### src/rtl/spiacc_pkg.sv
// Package with the transaction types, codes and payload structs of the SPI register master.
`timescale 1ns / 1ps

package spiacc_pkg;

  typedef enum logic [1:0] {
    PH_IDLE  = 2'd0,
    PH_SETUP = 2'd1,
    PH_LOW   = 2'd2,
    PH_HIGH  = 2'd3
  } phase_e;

  typedef enum logic [1:0] {
    KIND_NONE  = 2'd0,
    KIND_WRITE = 2'd1,
    KIND_READ  = 2'd2,
    KIND_BURST = 2'd3
  } kind_e;

  localparam logic [7:0] READ_FLAG   = 8'h80;
  localparam logic [7:0] BURST_FLAG  = 8'hC0;
  localparam logic [7:0] BURST_ADDR  = 8'h32;
  localparam logic [7:0] DUMMY_BYTE  = 8'h00;
  localparam logic [2:0] LAST_BIT    = 3'd7;
  localparam logic [2:0] LAST_RD     = 3'd1;
  localparam logic [2:0] LAST_BURST  = 3'd6;
  localparam int unsigned NUM_AXES   = 3;

  typedef struct packed {
    logic [1:0] command;
    logic [5:0] reg_addr;
    logic [7:0] write_data;
    logic       miso;
  } in_item_t;

  typedef struct packed {
    logic               cs_n;
    logic               sclk;
    logic               mosi;
    logic               busy_res;
    logic               done_res;
    logic [7:0]         read_data;
    logic signed [15:0] accel_x;
    logic signed [15:0] accel_y;
    logic signed [15:0] accel_z;
  } out_item_t;

endpackage

### src/rtl/spi_accel_register_master_unit.sv
// Top level of the SPI mode 3 register master: one input item is one bit-timing tick.
// The result of an accepted item is in the output register in the cycle after it is accepted.
// Throughput: one item per cycle; the input stalls only while a held result is stalled.
// Each item is handled by short logic between the state registers and the result register.
// Reset: asynchronous, active low; the unit goes idle with half_ticks_q at 1 and the stored
// read and axis data at zero; the output data register itself is not reset.
`timescale 1ns / 1ps

module spi_accel_register_master_unit (
  input  logic                  clk_i,
  input  logic                  rst_ni,
  input  logic                  cfg_we_i,
  input  logic [7:0]            cfg_wdata_i,
  input  logic                  in_valid_i,
  output logic                  in_stall_o,
  input  spiacc_pkg::in_item_t  in_data_i,
  output logic                  out_valid_o,
  input  logic                  out_stall_i,
  output spiacc_pkg::out_item_t out_data_o
);
  import spiacc_pkg::*;

  logic [7:0]  half_ticks_q;
  phase_e      phase_q, phase_s, phase_d;
  kind_e       kind_q, kind_s, kind_d;
  logic [7:0]  tick_q, tick_s, tick_d;
  logic [2:0]  bit_q, bit_s, bit_d;
  logic [2:0]  byte_q, byte_s, byte_d;
  logic [7:0]  tx_q, tx_s, tx_d;
  logic [7:0]  rx_q, rx_s, rx_d;
  logic [7:0]  saved_q, saved_s, saved_d;
  logic [7:0]  latched_q, latched_d;
  logic [15:0] axis_q [NUM_AXES];
  logic [15:0] axis_d [NUM_AXES];

  logic        accept;
  logic        out_valid_q, out_valid_d;
  out_item_t   out_data_q;
  out_item_t   result;
  logic        done;
  logic [7:0]  half_len;
  logic        half_end;
  logic [2:0]  last_byte;

  assign in_stall_o  = out_valid_q & out_stall_i;
  assign accept      = in_valid_i & ~in_stall_o;
  assign out_valid_d = accept | (out_valid_q & out_stall_i);
  assign out_valid_o = out_valid_q;
  assign out_data_o  = out_data_q;

  // A start command is taken only while idle; this sets up the state the tick works on.
  always_comb begin
    phase_s = phase_q;
    kind_s  = kind_q;
    tick_s  = tick_q;
    bit_s   = bit_q;
    byte_s  = byte_q;
    tx_s    = tx_q;
    rx_s    = rx_q;
    saved_s = saved_q;
    if (phase_q == PH_IDLE && kind_e'(in_data_i.command) != KIND_NONE) begin
      kind_s = kind_e'(in_data_i.command);
      tick_s = '0;
      bit_s  = '0;
      byte_s = '0;
      rx_s   = '0;
      unique case (kind_e'(in_data_i.command))
        KIND_WRITE: begin
          tx_s    = {2'b00, in_data_i.reg_addr};
          saved_s = in_data_i.write_data;
          phase_s = PH_SETUP;
        end
        KIND_READ: begin
          tx_s    = READ_FLAG | {2'b00, in_data_i.reg_addr};
          phase_s = PH_LOW;
        end
        KIND_BURST: begin
          tx_s    = BURST_FLAG | BURST_ADDR;
          phase_s = PH_LOW;
        end
        KIND_NONE: begin
          phase_s = PH_IDLE;
        end
      endcase
    end
  end

  assign half_len  = (half_ticks_q == 8'd0) ? 8'd1 : half_ticks_q;
  assign half_end  = ({1'b0, tick_s} + 9'd1) >= {1'b0, half_len};
  assign last_byte = (kind_s == KIND_BURST) ? LAST_BURST : LAST_RD;

  // Next state of the tick.
  always_comb begin
    phase_d   = phase_s;
    kind_d    = kind_s;
    tick_d    = tick_s;
    bit_d     = bit_s;
    byte_d    = byte_s;
    tx_d      = tx_s;
    rx_d      = rx_s;
    saved_d   = saved_s;
    latched_d = latched_q;
    axis_d    = axis_q;
    done      = 1'b0;
    if (phase_s != PH_IDLE) begin
      if (half_end) begin
        tick_d = '0;
        unique case (phase_s)
          PH_SETUP: phase_d = PH_LOW;
          PH_LOW: begin
            rx_d    = {rx_s[6:0], in_data_i.miso};
            phase_d = PH_HIGH;
          end
          PH_HIGH: begin
            tx_d = {tx_s[6:0], 1'b0};
            if (bit_s == LAST_BIT) begin
              bit_d = '0;
              // End of a byte: store what came in, then move on or finish.
              if (kind_s == KIND_READ && byte_s == LAST_RD) begin
                latched_d = rx_s;
              end else if (kind_s == KIND_BURST) begin
                if (byte_s == 3'd1 || byte_s == 3'd3 || byte_s == 3'd5) begin
                  saved_d = rx_s;
                end else if (byte_s == 3'd2) begin
                  axis_d[0] = {rx_s, saved_s};
                end else if (byte_s == 3'd4) begin
                  axis_d[1] = {rx_s, saved_s};
                end else if (byte_s == 3'd6) begin
                  axis_d[2] = {rx_s, saved_s};
                end
              end
              if (byte_s >= last_byte) begin
                phase_d = PH_IDLE;
                byte_d  = '0;
                done    = 1'b1;
              end else begin
                byte_d  = byte_s + 3'd1;
                tx_d    = (kind_s == KIND_WRITE) ? saved_s : DUMMY_BYTE;
                phase_d = PH_LOW;
              end
            end else begin
              bit_d   = bit_s + 3'd1;
              phase_d = PH_LOW;
            end
          end
          PH_IDLE: phase_d = PH_IDLE;
        endcase
      end else begin
        tick_d = tick_s + 8'd1;
      end
    end
  end

  // Pin levels and status for this tick.
  always_comb begin
    result.cs_n      = (phase_s == PH_IDLE);
    result.sclk      = (phase_s != PH_LOW);
    result.mosi      = (phase_s != PH_IDLE) & tx_s[7];
    result.busy_res  = (phase_s != PH_IDLE);
    result.done_res  = done;
    result.read_data = latched_d;
    result.accel_x   = axis_d[0];
    result.accel_y   = axis_d[1];
    result.accel_z   = axis_d[2];
  end

  always_ff @(posedge clk_i or negedge rst_ni) begin
    if (!rst_ni) begin
      half_ticks_q <= 8'd1;
      phase_q      <= PH_IDLE;
      kind_q       <= KIND_NONE;
      tick_q       <= '0;
      bit_q        <= '0;
      byte_q       <= '0;
      tx_q         <= '0;
      rx_q         <= '0;
      saved_q      <= '0;
      latched_q    <= '0;
      for (int i = 0; i < NUM_AXES; i++) begin
        axis_q[i] <= '0;
      end
      out_valid_q  <= 1'b0;
    end else begin
      if (cfg_we_i) begin
        half_ticks_q <= cfg_wdata_i;
      end
      out_valid_q <= out_valid_d;
      if (accept) begin
        phase_q   <= phase_d;
        kind_q    <= kind_d;
        tick_q    <= tick_d;
        bit_q     <= bit_d;
        byte_q    <= byte_d;
        tx_q      <= tx_d;
        rx_q      <= rx_d;
        saved_q   <= saved_d;
        latched_q <= latched_d;
        axis_q    <= axis_d;
      end
    end
  end

  always_ff @(posedge clk_i) begin
    if (accept) begin
      out_data_q <= result;
    end
  end

endmodule

### config.mk
export PLATFORM = sky130hd
export DESIGN_NAME = spi_accel_register_master_unit
export DESIGN_NICKNAME = d
export VERILOG_FILES = /design/src/rtl/spiacc_pkg.sv /design/src/rtl/spi_accel_register_master_unit.sv
export SDC_FILE = /design/constraint.sdc
export NUM_CORES = 1
export LEC_CHECK = 0
export BUFFER_PORTS_ARGS = -buffer_cell sky130_fd_sc_hd__buf_2
export CORE_ASPECT_RATIO = 0.5
export CORE_UTILIZATION = 58
export DETAILED_ROUTE_END_ITERATION = 10
export MAX_ROUTING_LAYER = met4
export PLACE_DENSITY_LB_ADDON = 0.05
export SYNTH_ARGS = -nofsm -noshare
export SYNTH_HDL_FRONTEND = slang
export SYNTH_SLANG_ARGS = --single-unit
export TNS_END_PERCENT = 30
### constraint.sdc
create_clock -name clk_i -period 4.95 [get_ports clk_i]
set_input_delay 0.2475 -clock clk_i [delete_from_list [all_inputs] [get_ports clk_i]]
set_output_delay 0.2475 -clock clk_i [all_outputs]
set_load 0.01 [all_outputs]
=== After elaboration in Yosys (flattened, before gate mapping) ===
Index checks and enable logic that the tools add are counted.

* $add $sub $neg: 4
* Order comparisons: 2
* Eq/ne operators: 17
* Mux-type cells: 63
* Bitwise operators: 5
* Reduce and logical (&&, ||, !) cells: 12

{| class="wikitable"
|+ Operators by type and width
! kind !! number
|-
| $mux W48 || 7
|-
| $mux W8 || 29
|-
| $mux W16 || 4
|-
| $mux W3 || 12
|-
| $mux W32 || 1
|-
| $pmux W8 S3 || 1
|-
| $eq A2 B2 Y1 const B || 6
|-
| $eq A3 B3 Y1 const B || 4
|-
| $mux W2 || 6
|-
| $add A8 B1 Y9 const B || 1
|-
| $ge A9 B8 Y1 || 1
|-
| $add A8 B1 Y8 const B || 1
|-
| $logic_not A8 Y1 || 1
|-
| $pmux W2 S4 || 1
|-
| $add A3 B1 Y3 const B || 2
|-
| $eq A2 B1 Y1 const B || 3
|-
| $eq A3 B2 Y1 const B || 2
|-
| $logic_not A2 Y1 || 3
|-
| $pmux W2 S3 || 1
|-
| $reduce_and A4 Y1 || 1
|-
| $reduce_bool A2 Y1 || 2
|-
| $and A1 B1 Y1 || 3
|-
| $eq A3 B1 Y1 const B || 1
|-
| $ge A3 B3 Y1 || 1
|-
| other kinds (7) || 9
|}

* Bits in registers: 168
* Input bits: 30
* Word-level logic and storage cells: 126

=== Depth between registers and ports, before layout ===
* Depth after elaboration: 14
* Gate-level depth with buffers: 16

=== Worst setup path before layout ===
Ideal clock, no wire load.

* Path kind: reg2reg
* Start: reg phase_q[0]
* End: reg out_data_q (netlist bit out_data_o[12]) (data pin)
* Data arrival time: 3.213 ns
* Data required time: 4.690 ns
* Setup slack: 1.477 ns
* Cell stages (with the launch flop): 14
* Path buffers: 4
* Cells stage by stage: dfrtp_1 -> buf_6 -> or2_2 -> nor2_1 -> clkbuf_1 -> nor2_1 -> ha_1 -> a211oi_1 -> o211a_1 -> o2111ai_2 -> buf_2 -> o211ai_1 -> buf_2 -> mux2_2

{| class="wikitable"
|+ RTL lines
! element !! line !! RTL
|-
| start: declaration || spi_accel_register_master_unit.sv:24 || <nowiki>phase_e phase_q, phase_s, phase_d;</nowiki>
|-
| start signal: assignment || spi_accel_register_master_unit.sv:189 || <nowiki>phase_q <= phase_d;</nowiki>
|-
| end signal: assignment || spi_accel_register_master_unit.sv:205 || <nowiki>out_data_q <= result;</nowiki>
|-
| end: declaration || spi_accel_register_master_unit.sv:38 || <nowiki>out_item_t out_data_q;</nowiki>
|}

==> results.tsv <==
metric	value	unit
status	finished, final reports clean	
Layout fillers	982	
Num CTS Buffers	17	
Clk pin slew, worst setup/hold paths	0.07	ns
Die Width	164.8	microns
Residual DRC	0	
switching power	1313	uW
Hold Vio Cnt, Final	0	
Clock Sink Count	168	
Post-synth EDFFs	61	
clock tree buffer depth	2	
GP Congestion	0.9589	
Setup Fix Bufs, Post-CTS	0	
Gate power share	22.6	%
Cells after Synth	751	
synthesized flop and latch total	168	
initial antenna violation count	0	
Max Slew Vio Count	0	
final cell count without fillers	1014	
Internal Power	2564	uW
Post-synth top flop	dfrtp_1	
post-layout min period	4.052	ns
post-route ant nets	0	
cell count after placement	981	
Crit. End Element	flip-flop	
first-pass GRT wire length	29030	microns
Critical path origin	tick_q[0]$_DFFE_PN0P_	
Cell Area, Synth	7684	sq um
Crit path arrival time	4.23	ns
Area Growth Syn to Fin	15.44	%
depth of the CTS H-tree	4	
fraction of layout cells with a size suffix above 1	19.08	%
Power per Cell Area	437.1	nW/um^2
drt first pass iters	5	
wire per inst	17.98	microns
WP data required	5.13	ns
Seq/Total Area, Yosys	58.70	%
# port buffers	92	
Hold Path Depth	2	
ant diodes	0	
synth unique cells	60	
RSZ-0062 raised after global routing	no	
row count	29	
worst skew pair latency	0.43	ns
worst hold path type	in2reg	
Hold Crit Start	in_valid_i	
Setup WS pre-CTS	0.9973	ns
clk root buf	clkbuf_16	
die area	13740	sq um
DIE HEIGHT	83.39	microns
max frequency	0.2468	GHz
setup tns final	0	ns
final worst-path cycle share	81.86	%
Final setup viols	0	
TritonCTS clock tree	yes	
Worst-Margin Slew	1.028	ns
Placeable Area	12810	sq um
Synth Net Count	799	
max_cap viols	0	
Net count, final	879	
clock network fraction of total power	33.8	%
number of warnings issued by yosys	0	
drt first-iter violations	686	
largest net degree at the start of global routing	75	
I/O pin cnt	93	
crit path max fanout	30	
reg-to-reg endpoint	out_data_o[12]$_DFFE_PP_	
Peak VDD IR	0.3196	mV
r2r setup slk	0.90	ns
Leakage	0.003762	uW
vias in the first global route	5444	
CTS resizes	0	
Worst Skew	0.01295	ns
gr ovfl total	0	
max_slew headroom	31.13	%
Net Sw Frac	33.87	%
FFs w/ async S/R, synth	63.69	%
Reg-to-Reg Start	tick_q[0]$_DFFE_PN0P_	
gr usage total	28.92	%
initial core utilization	59.99	%
Worst Setup EP	out_data_o[12]$_DFFE_PP_	
CP Class	reg2reg	
final wirelength	18230	microns
# hold bufs at CTS	1	
worst setup margin	0.8979	ns
vias	5938	
post-DP HPWL	12010	microns
reg2reg path depth	12	
syn avg cell area	10.23	sq um
Seq pwr share	43.6	%
Setup crit start kind	flip-flop	
DR vias/cell	5.856	
## Yosys cell counts, types with 7 or more instances
| master | instances | area (sq um) |
|---|---|---|
| a21oi_1 | 29 | 145.1 |
| and2_1 | 7 | 43.79 |
| buf_2 | 18 | 90.09 |
| clkbuf_1 | 25 | 93.84 |
| dfrtp_1 | 106 | 2653 |
| edfxtp_1 | 61 | 1832 |
| ha_1 | 18 | 225.2 |
| inv_1 | 22 | 82.58 |
| mux2i_1 | 9 | 90.09 |
| nand2_1 | 157 | 589.3 |
| nand3_1 | 15 | 75.07 |
| nand4_1 | 7 | 43.79 |
| nor2_1 | 14 | 52.55 |
| nor3_1 | 13 | 65.06 |
| o21ai_0 | 141 | 705.7 |
| o22ai_1 | 11 | 68.82 |
| o2bb2ai_1 | 9 | 78.83 |
| o31ai_1 | 7 | 52.55 |
## metal layers
| metal | wire length (microns) | vias to the layer above | track usage (%) |
|---|---|---|---|
| met2 | 8257 | 207 | 42.09 |
| met1 | 8791 | 2875 | 42.80 |
| li1 | - | 2837 | - |
| met5 | 0 | - | - |
| met3 | 996 | 19 | 4.496 |
| met4 | 188 | 0 | 6.922 |
## critical path: stages (launching register included)
cell	delay, ns
dfrtp_1	0.47
nand4_1	0.26
a21oi_1	0.40
and3_1	0.27
xnor2_1	0.13
nor2_1	0.06
ha_1	0.31
o21a_1	0.13
o21ai_0	0.27
o2111ai_2	0.46
o211ai_1	0.34
buf_4	0.32
mux2_2	0.37
## placed cells by master (no fill, tap or decap), types with 4 or more instances in the layout
master	instances
o211ai_1	6
mux2_2	5
edfxtp_1	61
nand3_1	15
clkbuf_16	17
o31ai_1	7
a21o_1	4
o21ai_1	4
o21ai_0	141
nand4_1	7
o2bb2ai_1	9
o2111ai_2	4
nor3_1	13
or2_2	4
o22ai_1	11
a21oi_1	29
mux2i_1	9
nand2_1	157
buf_4	13
ha_1	18
and2_1	7
nor2_1	14
dfrtp_1	106
inv_1	22
a31oi_1	4
and3_1	4
inv_8	6
buf_2	91
## state kept, by name, indices dropped and copies added (netlist names)
register      flops
half_ticks_q      8
axis_q           48
rx_q              8
out_data_o       61
bit_q             3
tick_q            8
latched_q         8
tx_q              8
byte_q            3
kind_q            2
saved_q           8
phase_q           2
out_valid_o       1
## per-stage QoR
stage	instance area, sq um	hold WS [ns]	utilization, %	total power (uW)
3_3_place_gp	8280	0.4495	64.65	2550
5_1_grt	8870	0.01751	69.25	4050
3_5_place_dp	8280	0.4574	64.65	2579
6_report	8870	0.02117	69.25	3877
4_1_cts	8870	0.01436	69.25	3872
2_1_floorplan	7684	-0.04809	-	2317
## final cells by class
| class | instances | area [sq um] | area share, % |
|---|---|---|---|
| Multi-Input combinational cell | 516 | 2917 | 32.88 |
| Clock buffer | 17 | 425.4 | 4.796 |
| Tap cell | 170 | 212.7 | 2.398 |
| Clock inverter | 15 | 153.9 | 1.735 |
| Inverter | 23 | 87.58 | 0.9874 |
| Timing Repair Buffer | 105 | 563.0 | 6.348 |
| Sequential cell | 168 | 4511 | 50.85 |
## cell families (layout without fill, tap and decap cells)
kind of cell	count (synthesis)	in the layout	synth area share (%)
AND/OR/NAND/NOR	239	239	13.81
adder cells (fa/ha/maj)	18	18	2.931
AO/OA/AOI/OAI	239	239	18.30
multiplexers	14	14	1.905
XOR/XNOR	6	6	0.6841
buffers and inverters	67	160	3.664
flip-flops	168	168	58.70
## power groups by stage
stage,combinational [uW],sequential [uW],clock (uW)
6_report,877,1690,1310
5_1_grt,971,1710,1370
4_1_cts,869,1690,1320
3_5_place_dp,863,1720,0
3_3_place_gp,838,1710,0
2_1_floorplan,634,1680,0
## how the worst min path moves through the flow
stage,end
after floorplan,axis_q[0]$_DFFE_PN0P_
after global placement,out_valid_o$_DFF_PN0_
after detailed placement,axis_q[27]$_DFFE_PN0P_
after CTS,out_valid_o$_DFF_PN0_
after global routing,out_valid_o$_DFF_PN0_
final,out_valid_o$_DFF_PN0_
(Power assumes the default switching activity.)
